===== config.mk =====
export PLATFORM = sky130hd
export DESIGN_NAME = stream_session_client_fsm_unit
export DESIGN_NICKNAME = d
export VERILOG_FILES = /design/src/rtl/sscf_pkg.sv /design/src/rtl/stream_session_client_fsm_unit.sv
export VERILOG_INCLUDE_DIRS = /design/src /design/src/rtl
export SDC_FILE = /design/constraint.sdc
export NUM_CORES = 2
export LEC_CHECK = 0
export BUFFER_PORTS_ARGS = -buffer_cell sky130_fd_sc_hd__buf_4
export CAP_MARGIN = 15
export CORE_ASPECT_RATIO = 1.75
export CORE_MARGIN = 3
export CORE_UTILIZATION = 60
export CTS_BUF_LIST = sky130_fd_sc_hd__clkbuf_8 sky130_fd_sc_hd__clkbuf_16
export CTS_CLUSTER_SIZE = 10
export DETAILED_ROUTE_END_ITERATION = 8
export PLACE_DENSITY = 0.83
export SLEW_MARGIN = 20
export SYNTH_ARGS = -nofsm -noshare
export SYNTH_HDL_FRONTEND = slang
export SYNTH_SLANG_ARGS = --single-unit

===== constraint.sdc =====
create_clock -name clk_i -period 9.9 [get_ports clk_i]
set_clock_uncertainty 0.05 [all_clocks]
set_input_delay 1.485 -clock clk_i [delete_from_list [all_inputs] [get_ports clk_i]]
set_output_delay 1.485 -clock clk_i [all_outputs]
set_load 0.03 [all_outputs]

===== src/rtl/stream_session_client_fsm_unit_defines.svh =====
// Assertion helpers shared by the RTL. Each expects clk_i and rst_ni in scope.
`ifndef STREAM_SESSION_CLIENT_FSM_UNIT_DEFINES_SVH
`define STREAM_SESSION_CLIENT_FSM_UNIT_DEFINES_SVH

// Same-cycle implication, checked out of reset
`define SSCF_ASSERT_IMP(lbl, ante, cons, msg) \
  lbl: assert property (@(posedge clk_i) disable iff (!rst_ni) (ante) |-> (cons)) \
    else $error(msg);

// Next-cycle implication, checked out of reset
`define SSCF_ASSERT_NXT(lbl, ante, cons, msg) \
  lbl: assert property (@(posedge clk_i) disable iff (!rst_ni) (ante) |=> (cons)) \
    else $error(msg);

`endif


===== src/rtl/sscf_pkg.sv =====
package sscf_pkg;

  // Event codes
  typedef enum logic [2:0] {
    OP_START     = 3'd0,
    OP_HELLO_ACK = 3'd1,
    OP_PONG      = 3'd2,
    OP_BYE       = 3'd3,
    OP_OTHER     = 3'd4,
    OP_VIDEO     = 3'd5,
    OP_TICK      = 3'd6,
    OP_LOCAL_BYE = 3'd7
  } op_e;

  // Result actions
  typedef enum logic [3:0] {
    ACT_VERDICT  = 4'd0,
    ACT_HELLO    = 4'd1,
    ACT_START    = 4'd2,
    ACT_PING     = 4'd3,
    ACT_KEYFRAME = 4'd4,
    ACT_BYE      = 4'd5,
    ACT_READY    = 4'd6,
    ACT_RTT      = 4'd7,
    ACT_DISC     = 4'd8
  } act_e;

  // Disconnect causes
  typedef enum logic [2:0] {
    RSN_NONE     = 3'd0,
    RSN_REJECTED = 3'd1,
    RSN_HOST_BYE = 3'd2,
    RSN_TIMEOUT  = 3'd3,
    RSN_LOST     = 3'd4
  } rsn_e;

  // Session phase, one-hot
  typedef enum logic [4:0] {
    PH_IDLE      = 5'b00001,
    PH_HELLO     = 5'b00010,
    PH_STARTING  = 5'b00100,
    PH_STREAMING = 5'b01000,
    PH_DEAD      = 5'b10000
  } phase_e;

  // Configuration register indexes
  localparam int unsigned CFG_IDX_W = 3;
  typedef enum logic [CFG_IDX_W-1:0] {
    CFG_HELLO_GIVE_UP   = 3'd0,
    CFG_HELLO_RETRY     = 3'd1,
    CFG_SESSION_TIMEOUT = 3'd2,
    CFG_PING_INTERVAL   = 3'd3,
    CFG_KEYFRAME_RETRY  = 3'd4
  } cfg_idx_e;

  // Configuration reset values (microseconds)
  localparam logic [31:0] CFG_RST_HELLO_GIVE_UP   = 32'd5000000;
  localparam logic [31:0] CFG_RST_HELLO_RETRY     = 32'd250000;
  localparam logic [31:0] CFG_RST_SESSION_TIMEOUT = 32'd3000000;
  localparam logic [31:0] CFG_RST_PING_INTERVAL   = 32'd1000000;
  localparam logic [31:0] CFG_RST_KEYFRAME_RETRY  = 32'd500000;

  // Input event transfer
  typedef struct packed {
    logic [2:0]  op;
    logic [63:0] now_us;
    logic        packet_ok;
    logic [31:0] header_session_id;
    logic [31:0] ack_session_id;
    logic        ack_rejected;
    logic [63:0] pong_send_time_us;
    logic        want_keyframe;
  } in_item_t;

  // Result transfer
  typedef struct packed {
    logic [3:0]  action;
    logic [2:0]  reason;
    logic [31:0] session_out;
    logic [31:0] ping_number;
    logic [63:0] ping_time_us;
    logic [31:0] rtt_us;
    logic        accepted;
    logic        last;
  } out_item_t;

endpackage


===== src/rtl/stream_session_client_fsm_unit.sv =====
// Client-side session handshake engine. Decoded events enter on in_data_i and the
// block answers with zero to three result transfers on out_data_o, the final one
// of each event marked by last. An event is captured in an input register, worked
// out combinationally against the session state, and its results are all loaded
// into a three-entry result buffer that drains one transfer per cycle while
// out_stall_i is low. An event that gives at most one result sustains one event
// per cycle under the same condition; an event with more results holds the result
// buffer, and the next event waits in the input register and is evaluated only
// once the last of those results is taken. Configuration writes are always
// taken (cfg_ready_o is tied high); writes to indexes past the fifth are ignored.
// TIME_BITS sets the width of the internal timestamps; time differences wrap
// modulo 2^TIME_BITS.
`include "stream_session_client_fsm_unit_defines.svh"

module stream_session_client_fsm_unit #(
  parameter int unsigned TIME_BITS = 64
) (
  input  logic                          clk_i,
  input  logic                          rst_ni,
  // event channel
  input  logic                          in_valid_i,
  output logic                          in_stall_o,
  input  sscf_pkg::in_item_t            in_data_i,
  // result channel
  output logic                          out_valid_o,
  input  logic                          out_stall_i,
  output sscf_pkg::out_item_t           out_data_o,
  // configuration writes
  input  logic                          cfg_valid_i,
  output logic                          cfg_ready_o,
  input  logic [sscf_pkg::CFG_IDX_W-1:0] cfg_index_i,
  input  logic [31:0]                   cfg_data_i
);

  typedef logic [TIME_BITS-1:0] tm_t;

  // configuration
  logic [31:0] give_up_q, retry_q, timeout_q, ping_int_q, kf_retry_q;

  // session state
  sscf_pkg::phase_e phase_q, phase_d;
  logic [31:0]      sid_q, sid_d;
  tm_t              started_q, started_d;
  tm_t              rcvd_q, rcvd_d;
  tm_t              sent_q, sent_d;
  tm_t              ping_at_q, ping_at_d;
  logic [31:0]      ping_num_q, ping_num_d;
  tm_t              kf_at_q, kf_at_d;
  logic [31:0]      rtt_q, rtt_d;

  // input register
  logic               in_valid_q;
  sscf_pkg::in_item_t in_q;

  // result buffer
  sscf_pkg::out_item_t res_q [3];
  sscf_pkg::out_item_t res_d [3];
  logic [1:0]          count_q;
  logic [1:0]          nres;

  logic in_take, pop, drained, proc;
  tm_t  now_t, pong_t;
  tm_t  d_start, d_sent, d_rcvd, d_ping, d_kf, d_pong;

  // handshake
  assign cfg_ready_o = 1'b1;
  assign out_valid_o = (count_q != 2'd0);
  assign out_data_o  = res_q[0];
  assign pop         = out_valid_o && !out_stall_i;
  assign drained     = (count_q == 2'd0) || ((count_q == 2'd1) && pop);
  assign proc        = in_valid_q && drained;
  assign in_stall_o  = in_valid_q && !proc;
  assign in_take     = in_valid_i && !in_stall_o;

  // elapsed times, all modular
  assign now_t   = in_q.now_us[TIME_BITS-1:0];
  assign pong_t  = in_q.pong_send_time_us[TIME_BITS-1:0];
  assign d_start = now_t - started_q;
  assign d_sent  = now_t - sent_q;
  assign d_rcvd  = now_t - rcvd_q;
  assign d_ping  = now_t - ping_at_q;
  assign d_kf    = now_t - kf_at_q;
  assign d_pong  = now_t - pong_t;

  function automatic sscf_pkg::out_item_t mk_res(logic [3:0] act, logic [31:0] sid);
    sscf_pkg::out_item_t r;
    r             = '0;
    r.action      = act;
    r.session_out = sid;
    return r;
  endfunction

  function automatic sscf_pkg::out_item_t mk_verdict(logic ok);
    sscf_pkg::out_item_t r;
    r          = '0;
    r.action   = sscf_pkg::ACT_VERDICT;
    r.accepted = ok;
    return r;
  endfunction

  function automatic sscf_pkg::out_item_t mk_disc(logic [2:0] why);
    sscf_pkg::out_item_t r;
    r        = '0;
    r.action = sscf_pkg::ACT_DISC;
    r.reason = why;
    return r;
  endfunction

  // event evaluation: next state and the results of the registered event
  always_comb begin
    logic [1:0] k;
    logic       active;
    k          = 2'd0;
    active     = (phase_q == sscf_pkg::PH_STARTING) || (phase_q == sscf_pkg::PH_STREAMING);
    phase_d    = phase_q;
    sid_d      = sid_q;
    started_d  = started_q;
    rcvd_d     = rcvd_q;
    sent_d     = sent_q;
    ping_at_d  = ping_at_q;
    ping_num_d = ping_num_q;
    kf_at_d    = kf_at_q;
    rtt_d      = rtt_q;
    res_d[0]   = '0;
    res_d[1]   = '0;
    res_d[2]   = '0;

    case (in_q.op)
      sscf_pkg::OP_START: begin
        phase_d   = sscf_pkg::PH_HELLO;
        started_d = now_t;
        rcvd_d    = now_t;
        sent_d    = now_t;
        res_d[0]  = mk_res(sscf_pkg::ACT_HELLO, '0);
        k         = 2'd1;
      end
      sscf_pkg::OP_HELLO_ACK: begin
        if (!in_q.packet_ok) begin
          res_d[0] = mk_verdict(1'b0);
          k        = 2'd1;
        end else if (phase_q != sscf_pkg::PH_HELLO) begin
          res_d[0] = mk_verdict(1'b1);
          k        = 2'd1;
        end else if (in_q.ack_rejected) begin
          phase_d  = sscf_pkg::PH_DEAD;
          res_d[0] = mk_disc(sscf_pkg::RSN_REJECTED);
          res_d[1] = mk_verdict(1'b0);
          k        = 2'd2;
        end else begin
          sid_d    = in_q.ack_session_id;
          phase_d  = sscf_pkg::PH_STARTING;
          rcvd_d   = now_t;
          sent_d   = now_t;
          res_d[0] = mk_res(sscf_pkg::ACT_READY, '0);
          res_d[1] = mk_res(sscf_pkg::ACT_START, in_q.ack_session_id);
          res_d[2] = mk_verdict(1'b1);
          k        = 2'd3;
        end
      end
      sscf_pkg::OP_PONG: begin
        if (!in_q.packet_ok || phase_q == sscf_pkg::PH_IDLE ||
            phase_q == sscf_pkg::PH_DEAD || in_q.header_session_id != sid_q) begin
          res_d[0] = mk_verdict(1'b0);
          k        = 2'd1;
        end else begin
          rcvd_d          = now_t;
          rtt_d           = d_pong[31:0];
          res_d[0]        = mk_res(sscf_pkg::ACT_RTT, '0);
          res_d[0].rtt_us = d_pong[31:0];
          res_d[1]        = mk_verdict(1'b1);
          k               = 2'd2;
        end
      end
      sscf_pkg::OP_BYE: begin
        if (in_q.packet_ok && in_q.header_session_id == sid_q && sid_q != '0) begin
          phase_d  = sscf_pkg::PH_DEAD;
          res_d[0] = mk_disc(sscf_pkg::RSN_HOST_BYE);
          res_d[1] = mk_verdict(1'b0);
          k        = 2'd2;
        end else begin
          res_d[0] = mk_verdict(1'b0);
          k        = 2'd1;
        end
      end
      sscf_pkg::OP_OTHER: begin
        res_d[0] = mk_verdict(1'b0);
        k        = 2'd1;
      end
      sscf_pkg::OP_VIDEO: begin
        if (active) begin
          phase_d = sscf_pkg::PH_STREAMING;
          rcvd_d  = now_t;
        end
      end
      sscf_pkg::OP_TICK: begin
        if (phase_q == sscf_pkg::PH_HELLO) begin
          // connect give-up, else hello resend
          if (d_start > tm_t'(give_up_q)) begin
            phase_d  = sscf_pkg::PH_DEAD;
            res_d[0] = mk_disc(sscf_pkg::RSN_TIMEOUT);
            k        = 2'd1;
          end else if (d_sent >= tm_t'(retry_q)) begin
            sent_d   = now_t;
            res_d[0] = mk_res(sscf_pkg::ACT_HELLO, '0);
            k        = 2'd1;
          end
        end else if (active) begin
          // start resend while starting
          if (phase_q == sscf_pkg::PH_STARTING && d_sent >= tm_t'(retry_q)) begin
            sent_d   = now_t;
            res_d[k] = mk_res(sscf_pkg::ACT_START, sid_q);
            k        = k + 2'd1;
          end
          if (d_rcvd > tm_t'(timeout_q)) begin
            phase_d  = sscf_pkg::PH_DEAD;
            res_d[k] = mk_disc(sscf_pkg::RSN_LOST);
            k        = k + 2'd1;
          end else begin
            // periodic ping
            if (d_ping >= tm_t'(ping_int_q)) begin
              ping_at_d             = now_t;
              ping_num_d            = ping_num_q + 32'd1;
              res_d[k]              = mk_res(sscf_pkg::ACT_PING, sid_q);
              res_d[k].ping_number  = ping_num_q;
              res_d[k].ping_time_us = 64'(now_t);
              k                     = k + 2'd1;
            end
            // keyframe request
            if (in_q.want_keyframe && phase_q == sscf_pkg::PH_STREAMING &&
                d_kf >= tm_t'(kf_retry_q)) begin
              kf_at_d  = now_t;
              res_d[k] = mk_res(sscf_pkg::ACT_KEYFRAME, sid_q);
              k        = k + 2'd1;
            end
          end
        end
      end
      sscf_pkg::OP_LOCAL_BYE: begin
        if (active) begin
          res_d[0] = mk_res(sscf_pkg::ACT_BYE, sid_q);
          k        = 2'd1;
        end
        phase_d = sscf_pkg::PH_DEAD;
      end
      default: begin
        k = 2'd0;
      end
    endcase

    if (k != 2'd0) begin
      res_d[k - 2'd1].last = 1'b1;
    end
    nres = k;
  end

  // configuration registers
  always_ff @(posedge clk_i or negedge rst_ni) begin
    if (!rst_ni) begin
      give_up_q  <= sscf_pkg::CFG_RST_HELLO_GIVE_UP;
      retry_q    <= sscf_pkg::CFG_RST_HELLO_RETRY;
      timeout_q  <= sscf_pkg::CFG_RST_SESSION_TIMEOUT;
      ping_int_q <= sscf_pkg::CFG_RST_PING_INTERVAL;
      kf_retry_q <= sscf_pkg::CFG_RST_KEYFRAME_RETRY;
    end else if (cfg_valid_i && cfg_ready_o) begin
      case (cfg_index_i)
        sscf_pkg::CFG_HELLO_GIVE_UP:   give_up_q  <= cfg_data_i;
        sscf_pkg::CFG_HELLO_RETRY:     retry_q    <= cfg_data_i;
        sscf_pkg::CFG_SESSION_TIMEOUT: timeout_q  <= cfg_data_i;
        sscf_pkg::CFG_PING_INTERVAL:   ping_int_q <= cfg_data_i;
        sscf_pkg::CFG_KEYFRAME_RETRY:  kf_retry_q <= cfg_data_i;
        default: ;
      endcase
    end
  end

  // session state, updated when an event is evaluated
  always_ff @(posedge clk_i or negedge rst_ni) begin
    if (!rst_ni) begin
      phase_q    <= sscf_pkg::PH_IDLE;
      sid_q      <= '0;
      started_q  <= '0;
      rcvd_q     <= '0;
      sent_q     <= '0;
      ping_at_q  <= '0;
      ping_num_q <= '0;
      kf_at_q    <= '0;
      rtt_q      <= '0;
    end else if (proc) begin
      phase_q    <= phase_d;
      sid_q      <= sid_d;
      started_q  <= started_d;
      rcvd_q     <= rcvd_d;
      sent_q     <= sent_d;
      ping_at_q  <= ping_at_d;
      ping_num_q <= ping_num_d;
      kf_at_q    <= kf_at_d;
      rtt_q      <= rtt_d;
    end
  end

  // input register control
  always_ff @(posedge clk_i or negedge rst_ni) begin
    if (!rst_ni) begin
      in_valid_q <= 1'b0;
    end else begin
      in_valid_q <= in_take || (in_valid_q && !proc);
    end
  end

  // input register payload
  always_ff @(posedge clk_i) begin
    if (in_take) begin
      in_q <= in_data_i;
    end
  end

  // result buffer fill count
  always_ff @(posedge clk_i or negedge rst_ni) begin
    if (!rst_ni) begin
      count_q <= 2'd0;
    end else if (proc) begin
      count_q <= nres;
    end else if (pop) begin
      count_q <= count_q - 2'd1;
    end
  end

  // result buffer entries: load all at once, shift out one per transfer
  always_ff @(posedge clk_i) begin
    if (proc) begin
      res_q[0] <= res_d[0];
      res_q[1] <= res_d[1];
      res_q[2] <= res_d[2];
    end else if (pop) begin
      res_q[0] <= res_q[1];
      res_q[1] <= res_q[2];
    end
  end

  // checks
  `SSCF_ASSERT_IMP(a_load_when_drained, proc, (count_q == 2'd0) || (count_q == 2'd1 && pop), "result buffer overwritten before it drained")
  `SSCF_ASSERT_IMP(a_final_entry_last, out_valid_o && count_q == 2'd1, out_data_o.last, "final buffered result lacks last flag")
  `SSCF_ASSERT_IMP(a_disc_means_dead, out_valid_o && out_data_o.action == sscf_pkg::ACT_DISC, phase_q == sscf_pkg::PH_DEAD, "disconnect result while session not dead")
  `SSCF_ASSERT_NXT(a_held_event_stays, in_valid_q && !proc, in_valid_q && $stable(in_q), "held event lost or changed")

endmodule

==> results.yml <==
die:
  core_area_sq_mm: 0.113
  dieWidth_microns: 262
  die_y_microns: 454
  row_count: 163
  start_util_pct: 60.7
  dieArea_sq_mm: 0.119
  io_pins: 410
detailed_routing:
  first_pass_iters: 8
  first_iter_violations: 3806
  detail_route.wl_per_cell_microns: 23.4
  drc_errors: 0
  routed_via_density: 6.28
  antenna_left: 0
  vias: 54600
  finalWirelength_mm: 204
global_routing:
  grt_use_total_pct: 34.0
  grt_antenna_before_repair: 3
  grt_pass1_vias: 55500
  grt_max_degree: 171
  grt_pass1_wl_mm: 310
  grt_overflow_total: 0
logic_synthesis:
  synth.avg_cell_area_sq_um: 9.91
  async_flop_share_pct: 52.3
  yosysMostFrequentCell: "inv_1"
  yosysTopAreaCell: "edfxtp_1"
  syn_inst: 6930
  yosys-top-cells-count: "625 x inv_1, 534 x nand2_1, 512 x dfrtp_1, 512 x ha_1, 504 x edfxtp_1"
  syn-num-nets: 7686
  synth_edf_count: 504
  synthesis.area_sq_mm: 0.0687
  yosysTopAreaCellShare_pct: 22.0
  yosysSeqAreaShare_pct: 42.2
  yosysUniqueCellTypes: 105
  synth_area_leaders: "edfxtp_1 22%, dfrtp_1 19%, ha_1 9.3%"
  ys.flop_type: "dfrtp_1"
  ys_ff_latch: 1056
  ys_warn_count: 0
hold_path:
  hp-class: "register to register"
clocking:
  cts.sinks: 1056
  clk_latency_ns: 0.77
  cts_root_buf: "clkbuf_16"
  cts_resized: 0
  cts_tree: "built"
  cts_max_level: 3
  postCtsSetupBuffers: 0
  cts_inserted_buffers: 118
  cts.path.max_buffers: 3
  cts.clk_slew.worst_paths_ns: 0.06
  cts_hold_repair.buffers: 0
critical_path:
  cp.required_ns: 10.48
  crit_path_frequent_cell: "nand2_1"
  path_max_fanout: 67
  crit_type: "register to register"
  start_kind: "register"
  endpoint_kind: "register"
  cpPeakStageDelay_ns: 0.88
  crit_slowest_cell: "edfxtp_1"
  arrival_ns: 9.75
sta:
  max_freq_ghz: 0.109
  rsz0062_at_grt: "false"
  slew_violations: 0
  fin_setup_tns_ns: 0
  setup_viol: 0
  slew_headroom_pct: 21.9
  timing.final.crit_share_pct: 92.6
  final.min_clock_period_ns: 9.17
  hold_viol: 0
  worst_pin_slew_ns: 1.16
status:
  status: "complete, no violations"
placed_design:
  place.gp.congestion: 0.979
  hpwl_mm: 156
  placed_cell_area_sq_mm: 0.0720
  io_buffers: 376
finish:
  fin_util_pct: 66.8
  area_delta_synth_final_pct: 10.0
  design_area_sq_mm: 0.0756
  final_nets: 7850
  drive_gt1_share_pct: 15.7
power:
  power.density_mw_per_mm2: 320
  ir_drop_mv: 0.389
  power_leakage_uw: 0.0334
flow_run:
  maxCapViolCount: 0
-- final timing paths --
path	start	to	slack, ns	cells past startpoint
worst max-delay path	now_t[12]$_DFFE_PP_	res_q[0][227]$_SDFFCE_PP0P_	0.73	31
worst min register to register	started_q[0]$_DFFE_PN0P_	started_q[0]$_DFFE_PN0P_	0.44	2
max in group asynchronous	rst_ni	sent_q[0]$_DFFE_PN0P_	6.85	3
worst max register to register	now_t[12]$_DFFE_PP_	res_q[0][227]$_SDFFCE_PP0P_	0.73	31
worst min-delay path	started_q[0]$_DFFE_PN0P_	started_q[0]$_DFFE_PN0P_	0.44	2
min in group asynchronous	rst_ni	ping_num_q[20]$_DFFE_PN0P_	0.70	1
-- where the power goes --
part	total, uW	switching, uW	internal, uW
Clock	4040	1830	2210
Combinational	13100	8050	5010
Sequential	7100	802	6300
-- sequential cells by signal, indices dropped and copies added, names as in the netlist, 64 cells and up --
register / flops
rcvd_q: 64
started_q: 64
in_q: 70
ping_at_q: 64
sent_q: 64
now_t: 64
kf_at_q: 64
res_q: 338
-- worst max-delay path: cells and delay by family (launching register included) --
family	cells	cell delay [ns]
simple gates	20	4.25
buf+inv	1	0.59
xor+xnor	1	0.16
compound gates	7	2.18
flops	1	0.88
fa+ha+maj	2	0.77
-- stage by stage --
step,total power [uW],instances,hold WS (ns),setup WS (ns)
global placement,19600,8458,0.420,1.03
floorplan,16700,6930,0.406,1.13
detailed placement,20000,8459,0.435,0.936
CTS,24100,8683,0.447,0.879
global route,25800,8684,0.460,0.103
finish,24200,8688,0.441,0.733
-- logic make-up after synthesis --
logic type      Yosys count  synth area share, %
simple gates           1802                 13.2
compound gates         1754                 16.9
buf+inv                1062                 6.96
flops                  1056                 42.2
fa+ha+maj               518                 9.50
mux                     432                 7.34
xor+xnor                305                 3.89
other cells               1              0.00546
-- area by class of cell --
type,instances,area (sq um)
diodes,5,12.5
clock buffers,122,3010
clock inverters,102,576
fillers,8718,37600
inverters,627,2350
multi-input cells,4812,35000
flip-flops and latches,1056,29000
well taps,1485,1860
repair buffers,479,3740
-- layout by cell type (no fill, tap or decap), types with 37 or more instances in the layout --
cell type	instances
a211oi_1	46
a21o_1	213
a21oi_1	464
a22o_1	163
a31oi_1	49
and2_1	148
and3_1	43
buf_4	468
clkbuf_16	118
dfrtp_1	512
dfstp_2	40
edfxtp_1	504
ha_1	512
inv_1	716
mux2_2	332
mux2_4	60
mux2i_1	37
nand2_1	533
nand2b_1	48
nand3_1	129
nand4_1	145
nor2_1	328
nor2b_1	49
nor3_1	124
nor4_1	62
o211ai_1	51
o21a_1	61
o21ai_0	358
o21bai_1	51
or3_1	43
xnor2_1	147
xor2_1	158
-- per-layer routing --
layer	global-route usage, %	part of all wire (%)	vias up
li1	-	-	25400
met5	0	0	-
met3	4.77	5.1	760
met1	35.3	35	26400
met4	29.9	10	0
met2	59.4	50	1999
Note: power is estimated with default switching activity, not from simulation.
